## config.mk

```make
export PLATFORM = sky130hd
export DESIGN_NAME = cwfc_front_flat
export DESIGN_NICKNAME = d
export VERILOG_FILES = /design/src/design/cwfc_pkg.sv /design/src/design/cwfc_req_if.sv /design/src/design/cwfc_front.sv /design/src/flat_wrapper.sv
export SDC_FILE = /design/constraint.sdc
export NUM_CORES = 1
export LEC_CHECK = 0
export CAP_MARGIN = 10
export CORE_AREA = 10 10 106 108
export CTS_CLUSTER_SIZE = 20
export DETAILED_ROUTE_END_ITERATION = 8
export DIE_AREA = 0 0 116 118
export DONT_BUFFER_PORTS = 1
export PLACE_DENSITY = 0.59
export SLEW_MARGIN = 20
export SYNTH_ARGS = -nofsm -noshare
export SYNTH_HDL_FRONTEND = slang
export SYNTH_SLANG_ARGS = --single-unit
```

## constraint.sdc

```tcl
create_clock -name clk -period 4.13 [get_ports clk]
set_clock_uncertainty 0.1 [all_clocks]
set_input_delay 0.413 -clock clk [delete_from_list [all_inputs] [get_ports clk]]
set_output_delay 0.413 -clock clk [all_outputs]
set_load 0.02 [all_outputs]
```

## src/design/cwfc_pkg.sv

```systemverilog
// Types, constants and the CRC-8 step shared by the word framer and checker
package cwfc_pkg;

  // Request action codes
  localparam logic [1:0] ACT_CMD  = 2'd0;
  localparam logic [1:0] ACT_DATA = 2'd1;
  localparam logic [1:0] ACT_RX   = 2'd2;

  // CRC-8: polynomial 0x31, initial value 0xFF, MSB first
  localparam logic [7:0] CRC_INIT = 8'hFF;
  localparam logic [7:0] CRC_POLY = 8'h31;

  // Largest word count a read response may carry
  localparam int unsigned MAX_WORDS = 32;

  // Saturation limits of the receive counters
  localparam logic [6:0] TOTAL_MAX = 7'd127;
  localparam logic [5:0] GOOD_MAX  = 6'd63;

  // Job queue between front and back
  localparam int unsigned QUEUE_DEPTH = 4;

  // Result kinds
  typedef enum logic [1:0] {
    KIND_TX     = 2'd0,
    KIND_WORD   = 2'd1,
    KIND_STATUS = 2'd2
  } kind_t;

  // Jobs handed from front to back
  typedef enum logic [2:0] {
    OP_CMD,
    OP_DATA,
    OP_WORD,
    OP_STATUS,
    OP_WORD_STATUS
  } op_t;

  typedef struct packed {
    op_t         op;
    logic [15:0] data;   // word to send, or received word
    logic [7:0]  aux;    // CRC over the high byte for a data word
    logic        ok;     // received CRC matched
    logic [5:0]  good;   // completion status value
  } job_t;

  typedef struct packed {
    kind_t       kind;
    logic [7:0]  byte_out;
    logic [15:0] word_out;
    logic        crc_ok;
    logic [5:0]  good_words;
    logic        last;
  } result_t;

  // One byte through the CRC-8 register
  function automatic logic [7:0] crc_byte(input logic [7:0] crc, input logic [7:0] b);
    logic [7:0] c;
    c = crc ^ b;
    for (int k = 0; k < 8; k++) begin
      c = c[7] ? ((c << 1) ^ CRC_POLY) : (c << 1);
    end
    return c;
  endfunction

endpackage

```

## src/design/cwfc_req_if.sv

```systemverilog
// Request channel: valid/ready handshake with the input item fields
interface cwfc_req_if;
  logic        valid;
  logic        ready;
  logic [1:0]  action;
  logic [15:0] value;
  logic        frame_end;
  logic [5:0]  expected_words;

  modport source (output valid, action, value, frame_end, expected_words, input ready);
  modport sink (input valid, action, value, frame_end, expected_words, output ready);
endinterface

```

## src/design/cwfc_front.sv

```systemverilog
// Front: accepts requests, tracks the receive triple and counters, queues jobs
module cwfc_front (
  input  logic             clk,
  input  logic             rst,
  cwfc_req_if.sink         req,
  output logic             push,
  output cwfc_pkg::job_t   push_data,
  input  logic             full
);

  // Position of the next received byte in its triple
  localparam logic [1:0] POS_FIRST  = 2'd0;
  localparam logic [1:0] POS_SECOND = 2'd1;
  localparam logic [1:0] POS_CRC    = 2'd2;

  logic [1:0] pos, pos_next;
  logic [7:0] first_byte, first_byte_next;
  logic [7:0] second_byte, second_byte_next;
  logic [7:0] crc_first, crc_first_next;   // CRC after the first byte
  logic [7:0] crc_exp, crc_exp_next;       // CRC expected for the triple
  logic [6:0] byte_total, byte_total_next;
  logic [5:0] good_count, good_count_next;
  logic       error_seen, error_seen_next;

  logic       accept;
  logic       has_word;
  logic       word_ok;
  logic       len_match;
  logic [7:0] lo;
  logic [7:0] three_x;

  assign req.ready = !full;
  assign accept    = req.valid && req.ready;
  assign lo        = req.value[7:0];
  assign three_x   = ({2'b00, req.expected_words} << 1) + {2'b00, req.expected_words};

  // Classify the request, build its job and the next receive state
  always_comb begin
    pos_next         = pos;
    first_byte_next  = first_byte;
    second_byte_next = second_byte;
    crc_first_next   = crc_first;
    crc_exp_next     = crc_exp;
    byte_total_next  = byte_total;
    good_count_next  = good_count;
    error_seen_next  = error_seen;
    has_word         = 1'b0;
    word_ok          = 1'b0;
    len_match        = 1'b0;
    push_data        = '0;
    push_data.op     = cwfc_pkg::OP_WORD;
    push             = 1'b0;

    case (req.action)
      cwfc_pkg::ACT_CMD: begin
        pos_next        = POS_FIRST;
        byte_total_next = '0;
        good_count_next = '0;
        error_seen_next = 1'b0;
        push_data.op    = cwfc_pkg::OP_CMD;
        push_data.data  = req.value;
        push            = accept;
      end
      cwfc_pkg::ACT_DATA: begin
        push_data.op   = cwfc_pkg::OP_DATA;
        push_data.data = req.value;
        push_data.aux  = cwfc_pkg::crc_byte(cwfc_pkg::CRC_INIT, req.value[15:8]);
        push           = accept;
      end
      cwfc_pkg::ACT_RX: begin
        if (byte_total != cwfc_pkg::TOTAL_MAX) begin
          byte_total_next = byte_total + 7'd1;
        end
        case (pos)
          POS_FIRST: begin
            first_byte_next = lo;
            crc_first_next  = cwfc_pkg::crc_byte(cwfc_pkg::CRC_INIT, lo);
            pos_next        = POS_SECOND;
          end
          POS_SECOND: begin
            second_byte_next = lo;
            crc_exp_next     = cwfc_pkg::crc_byte(crc_first, lo);
            pos_next         = POS_CRC;
          end
          default: begin
            has_word = 1'b1;
            word_ok  = (crc_exp == lo);
            if (!word_ok) begin
              error_seen_next = 1'b1;
            end else if (!error_seen && good_count != cwfc_pkg::GOOD_MAX) begin
              good_count_next = good_count + 6'd1;
            end
            pos_next = POS_FIRST;
          end
        endcase

        // Status counts only when the byte total fits the expected words
        len_match = ({1'b0, req.expected_words} <= 7'(cwfc_pkg::MAX_WORDS))
                 && ({1'b0, byte_total_next} == three_x);
        push_data.data = {first_byte, second_byte};
        push_data.ok   = word_ok;
        push_data.good = len_match ? good_count_next : '0;

        if (req.frame_end) begin
          push_data.op    = has_word ? cwfc_pkg::OP_WORD_STATUS : cwfc_pkg::OP_STATUS;
          pos_next        = POS_FIRST;
          byte_total_next = '0;
          good_count_next = '0;
          error_seen_next = 1'b0;
          push            = accept;
        end else begin
          push_data.op = cwfc_pkg::OP_WORD;
          push         = accept && has_word;
        end
      end
      default: begin
      end
    endcase
  end

  // Receive state updates on each accepted request
  always_ff @(posedge clk) begin
    if (rst) begin
      pos        <= POS_FIRST;
      byte_total <= '0;
      good_count <= '0;
      error_seen <= 1'b0;
    end else if (accept) begin
      pos         <= pos_next;
      first_byte  <= first_byte_next;
      second_byte <= second_byte_next;
      crc_first   <= crc_first_next;
      crc_exp     <= crc_exp_next;
      byte_total  <= byte_total_next;
      good_count  <= good_count_next;
      error_seen  <= error_seen_next;
    end
  end

endmodule

```

## src/flat_wrapper.sv

```systemverilog
// flat-port wrapper written by rule: the top's interface ports become plain ports
module cwfc_front_flat 
  (clk, rst, push, push_data, full, req_valid, req_action, req_value, req_frame_end, req_expected_words, req_ready);
  cwfc_req_if req_i ();
  input  logic clk;
  input  logic rst;
  output logic push;
  output cwfc_pkg::job_t push_data;
  input  logic full;
  input wire logic [$bits(req_i.valid)-1:0] req_valid;
  input wire logic [$bits(req_i.action)-1:0] req_action;
  input wire logic [$bits(req_i.value)-1:0] req_value;
  input wire logic [$bits(req_i.frame_end)-1:0] req_frame_end;
  input wire logic [$bits(req_i.expected_words)-1:0] req_expected_words;
  output wire logic [$bits(req_i.ready)-1:0] req_ready;
  assign req_i.valid = req_valid;
  assign req_i.action = req_action;
  assign req_i.value = req_value;
  assign req_i.frame_end = req_frame_end;
  assign req_i.expected_words = req_expected_words;
  assign req_ready = req_i.ready;
  cwfc_front u_core (.clk(clk), .rst(rst), .req(req_i), .push(push), .push_data(push_data), .full(full));
endmodule
```

# Yosys cells after proc, flatten, opt, wreduce, memory -nomap -nowiden
# Index checks and enable logic that the tools add are counted.
[totals] register_bits=48 inputBits=29 output_inout_bits=36 elab_cells=117
[classes] add_sub_neg=3 magnitude_cmp=1 eq_ne=9 n_mux=51 bitwise=28 reduce_logical=15
[op_table] cell="2-to-1 mux 6 bit" n=29
[op_table] cell="NOT 3 bit" n=24
[op_table] cell="one-hot mux 19 bit (3 select lines)" n=1
[op_table] cell="2-to-1 mux 7 bit" n=4
[op_table] cell="NOT 8 bit" n=2
[op_table] cell="one-hot mux 7 bit (2 select lines)" n=1
[op_table] cell="one-hot mux 6 bit (2 select lines)" n=1
[op_table] cell="AND reduction 4 bit" n=3
[op_table] cell="adder 7 x 6 -> 8 bit" n=1
[op_table] cell="equality test 7 x 8 -> 1 bit" n=1
[op_table] cell="equality test 8 bit" n=1
[op_table] cell="2-to-1 mux 8 bit" n=1
[op_table] cell="one-hot mux 2 bit (2 select lines)" n=2
[op_table] cell="XOR 8 bit" n=1
[op_table] cell="adder 7 x 1 -> 7 bit (second input constant)" n=1
[op_table] cell="2-to-1 mux 1 bit" n=7
[op_table] cell="inequality test 7 bit (second input constant)" n=1
[op_table] cell="adder 6 x 1 -> 6 bit (second input constant)" n=1
[op_table] cell="<= comparator 6 bit (second input constant)" n=1
[op_table] cell="2-to-1 mux 3 bit" n=2
[op_table] cell="inequality test 3 bit (second input constant)" n=2
[op_table] cell="inequality test 6 bit (second input constant)" n=1
[op_table] cell="equality test 2 x 1 -> 1 bit (second input constant)" n=2
[op_table] cell="logical AND 1 bit" n=4
[op_table] cell="other kinds (9)" n=13

# Depth between registers and ports, before layout
[logic_depth] ltp_word=18 depth_mapped=9 ltp_nobuf=9

# Least setup slack after synthesis
# No wires, ideal clock.
[synth_path] kind="input to register" start="input port req_action[0]" end="register u_core.crc_first[0] (enable)" setup_ps=431 t_arrival_ps=2756 t_required_ps=3599 setup_slack_ps=844 path_stages=4 path_buffers=1 cell_sequence="or3b_1 buf_2 nor2_1 nor4bb_1"
[synth_via] elab_chain_len=2
[synth_rtl] element="start: declaration" line_no="flat_wrapper.sv:11" source="input wire logic [$bits(req_i.action)-1:0] req_action;"
[synth_rtl] element="equality test 2 bit" line_no="cwfc_front.sv:54" source="case (req.action)"
[synth_rtl] element="AND reduction 4 bit (no source line)"
[synth_rtl] element="end signal: assignment" line_no="cwfc_front.sv:132" source="crc_first <= crc_first_next;"
[synth_rtl] element="end: declaration" line_no="cwfc_front.sv:19" source="logic [7:0] crc_first, crc_first_next;"
# Every way passes these cells.
# A chain may end at the register's enable or synchronous reset.

==> run metrics <==
worst-path cell chain=ha_1 -> and4_1 -> nand3_1 -> o31ai_1 -> nand4_1 -> nor4_2; pin count of the biggest net entering global routing=25; power density cells=298.0 nW/µm²; Post-Syn Area=3108 µm²; portion of total power attributed to the clock network=27.8%; Tmin final=3.313 ns; Setup violations, final=0; total number of vias=2249; count of antenna-violating nets left after detailed routing=0; biggest area contributors in the synthesized netlist=sky130_fd_sc_hd__edfxtp_1, sky130_fd_sc_hd__xnor2_1, sky130_fd_sc_hd__dfxtp_1; internal power contribution=722.9 µW; number of flops mapped to enable cells by yosys=32; Max clock buf depth=2; global-route usage over all layers=10.50%; combinational fraction of design power=about a fifth; most numerous cell in the Yosys netlist=sky130_fd_sc_hd__xnor2_1; vias in the first global route=roughly 2200; post-route setup TNS=0 ns; full die area=13690 µm²; ratio of cells with drive above 1 in the final layout=6.325%; cts bufs inserted=5; nets@finish=372; placement row count=35; count of cells along the worst register-to-register path=6; worst reg2reg startpoint=u_core.good_count[0]; clock sink total=48; dominant cell type by area after synthesis=sky130_fd_sc_hd__edfxtp_1; required time at the endpoint of the critical path=between 3 and 4 ns; via density per instance=5.077; DP Wirelength=5605 µm; Yosys warnings=0; count of pins over their slew limit=0; clock insertion delay at the later pin of the skew report=~0.30 ns; reported net switching power=~270 µW; Place WS=~1.1 ns; Resized Gates After CTS=0; total number of H-tree levels=2; unrepaired setup endpoints after global routing=false; final-report hold violation count=0; first drt pass iteration count=4; peak ir drop on the vdd network=126.6 µV; wire length of the first global-routing pass=11740 µm; share of flip-flops with an asynchronous set or reset after synthesis=0%; gpl congestion=just under 0.9; area post-placement=roughly 3200 µm²; startpoint class of the critical path=flip-flop; Chip Height=118 µm; normalized max-slew margin=31.90%; DR iter-0 viols=135; arrival time of data at the critical path endpoint=2.80 ns; clock tree root buffer cell=sky130_fd_sc_hd__clkbuf_8; Max Cap Violations=0; Horiz. Die Dim=116 µm; area of all placed cells without fillers=3347 µm²; mean post-synth cell area=9.418 µm²; WL per Instance=about 16 µm; number of hold buffers added after CTS=0; CTS tree=yes; class of the worst hold path=in -> reg; launch point of the worst path=u_core.byte_total[0]; commonest register cell after synthesis=sky130_fd_sc_hd__edfxtp_1; Final Routed Wirelength=between 7000 and 8000 µm; maximum fanout along the worst path=7; Std-Cell Core Area=between 9000 and 10000 µm²; most frequent cells after synthesis=sky130_fd_sc_hd__xnor2_1, sky130_fd_sc_hd__edfxtp_1, sky130_fd_sc_hd__nand2_1, sky130_fd_sc_hd__o21ai_0, sky130_fd_sc_hd__inv_1; synthesized instance count=330; count of state elements after synthesis=48; outcome=completed; total congestion overflow after global routing=0; synthesized net count=371; end of the critical path=push_data[3]; highest achievable clock rate=just over 300 MHz; slowest stage cell, crit path=sky130_fd_sc_hd__nor4_2; number of primary I/O pins=65; initial cell density of the core=~34%; Inserted Diodes=0; number of buffer cells added on primary ports=0; number of antenna violations at the first check in global routing=0; standby leakage power=about 1.2 nW; Reg2Reg Capture Point=u_core.good_count[4]; Tightest Pin Transition=1.016 ns; largest incremental delay on the critical path=0.62 ns; Netlist cell types=46; clock-pin slew of the registers on the worst-case setup and hold paths=0.09 ns; drc violations=0; top cell type's share of synthesized area=a little under a third; sequential power share=53.0%; setup slack of the most critical reg-to-reg path=just over 2 ns; kind of critical path=reg -> out; layout overhead on the synthesized area=7.689%; Sw Share=27.53%; endpoint type of the worst setup path=output port; share of the cycle needed by the critical path after routing=roughly four fifths; smallest setup slack after layout=0.8167 ns; register area share after synthesis=41.22%; # Post-CTS Setup Buffers=0
layout make-up:
type                            instances  area, µm²
Clock buffer                            5      68.82
Clock inverter                          3      17.52
Fill cell                             936       5762
Inverter                               24      90.09
Multi-Input combinational cell        245       1694
Sequential cell                        48       1281
Tap cell                              111      138.9
Timing Repair Buffer                    7      56.30
layout by cell type, fill, tap and decap left out, drive strengths merged, types with 2 or more instances in the layout:
master	count
a21o	2
a21oi	18
a22oi	2
a32oi	2
and4	2
buf	7
clkbuf	5
dfxtp	16
edfxtp	32
ha	11
inv	25
mux2i	2
nand2	32
nand2b	3
nand3	7
nand3b	2
nand4	5
nor2	22
nor2b	2
nor3	6
nor4	7
o211a	2
o21ai	25
o21bai	2
o31ai	3
or3	3
xnor2	58
xor2	13
routing by layer:
metal  vias to the layer above  track usage (%)  part of all wire, %
li1                       1138                -                    -
met3                         8            3.925                  8.3
met2                        51            17.55                   49
met1                      1052            11.99                   41
met5                         -                0                    0
met4                         0            3.286                  1.2
registers in the layout, indices dropped and copies added, names as in the netlist:
register / count
u_core.pos: 2
u_core.first_byte: 8
u_core.crc_exp: 8
u_core.crc_first: 8
u_core.byte_total: 7
u_core.error_seen: 1
u_core.good_count: 6
u_core.second_byte: 8
power groups by stage:
stage	logic [mW]	clock network (mW)	registers, mW
finish	0.192	0.277	0.528
global route	0.212	0.308	0.529
CTS	0.195	0.288	0.528
detailed placement	0.195	0	0.540
global placement	0.191	0	0.539
floorplan	0.174	0	0.539
worst max-delay path, delay by kind of cell (launching register included):
kind	cells	cell delay (ns)
AO/OA/AOI/OAI	1	0.30
adder cells (fa/ha/maj)	1	0.29
flip-flops	1	0.41
AND/OR/NAND/NOR	4	1.49
per-stage QoR:
step	utilization [%]	std cells	total power, mW	hold WS [ns]
after global placement	35.65	434	0.7301	0.3509
after CTS	36.59	442	1.012	0.06248
after floorplan	-	330	0.7133	0.3401
after detailed placement	35.65	434	0.7341	0.3610
final	36.74	443	0.9975	0.07232
after global routing	36.74	443	1.049	0.04909
how the worst min path moves through the flow:
stage	cells past startpoint	slack [ns]	startpoint	end
detailed placement	2	0.36	u_core.error_seen	u_core.error_seen
CTS	1	0.06	rst	u_core.error_seen
finish	1	0.07	rst	u_core.pos[1]
global placement	2	0.35	u_core.error_seen	u_core.error_seen
global route	1	0.05	rst	u_core.pos[1]
floorplan	2	0.34	u_core.error_seen	u_core.error_seen
logic make-up after synthesis:
group / synth area share [%]
DFF: 41.22
xor gates and xnor gates: 20.01
and+or+nand+nor: 15.82
AOI/OAI and AO/OA: 12.40
buffers and inverters: 4.831
muxes: 0.6441
adders and majority gates: 5.072
(Power assumes the default switching activity.)
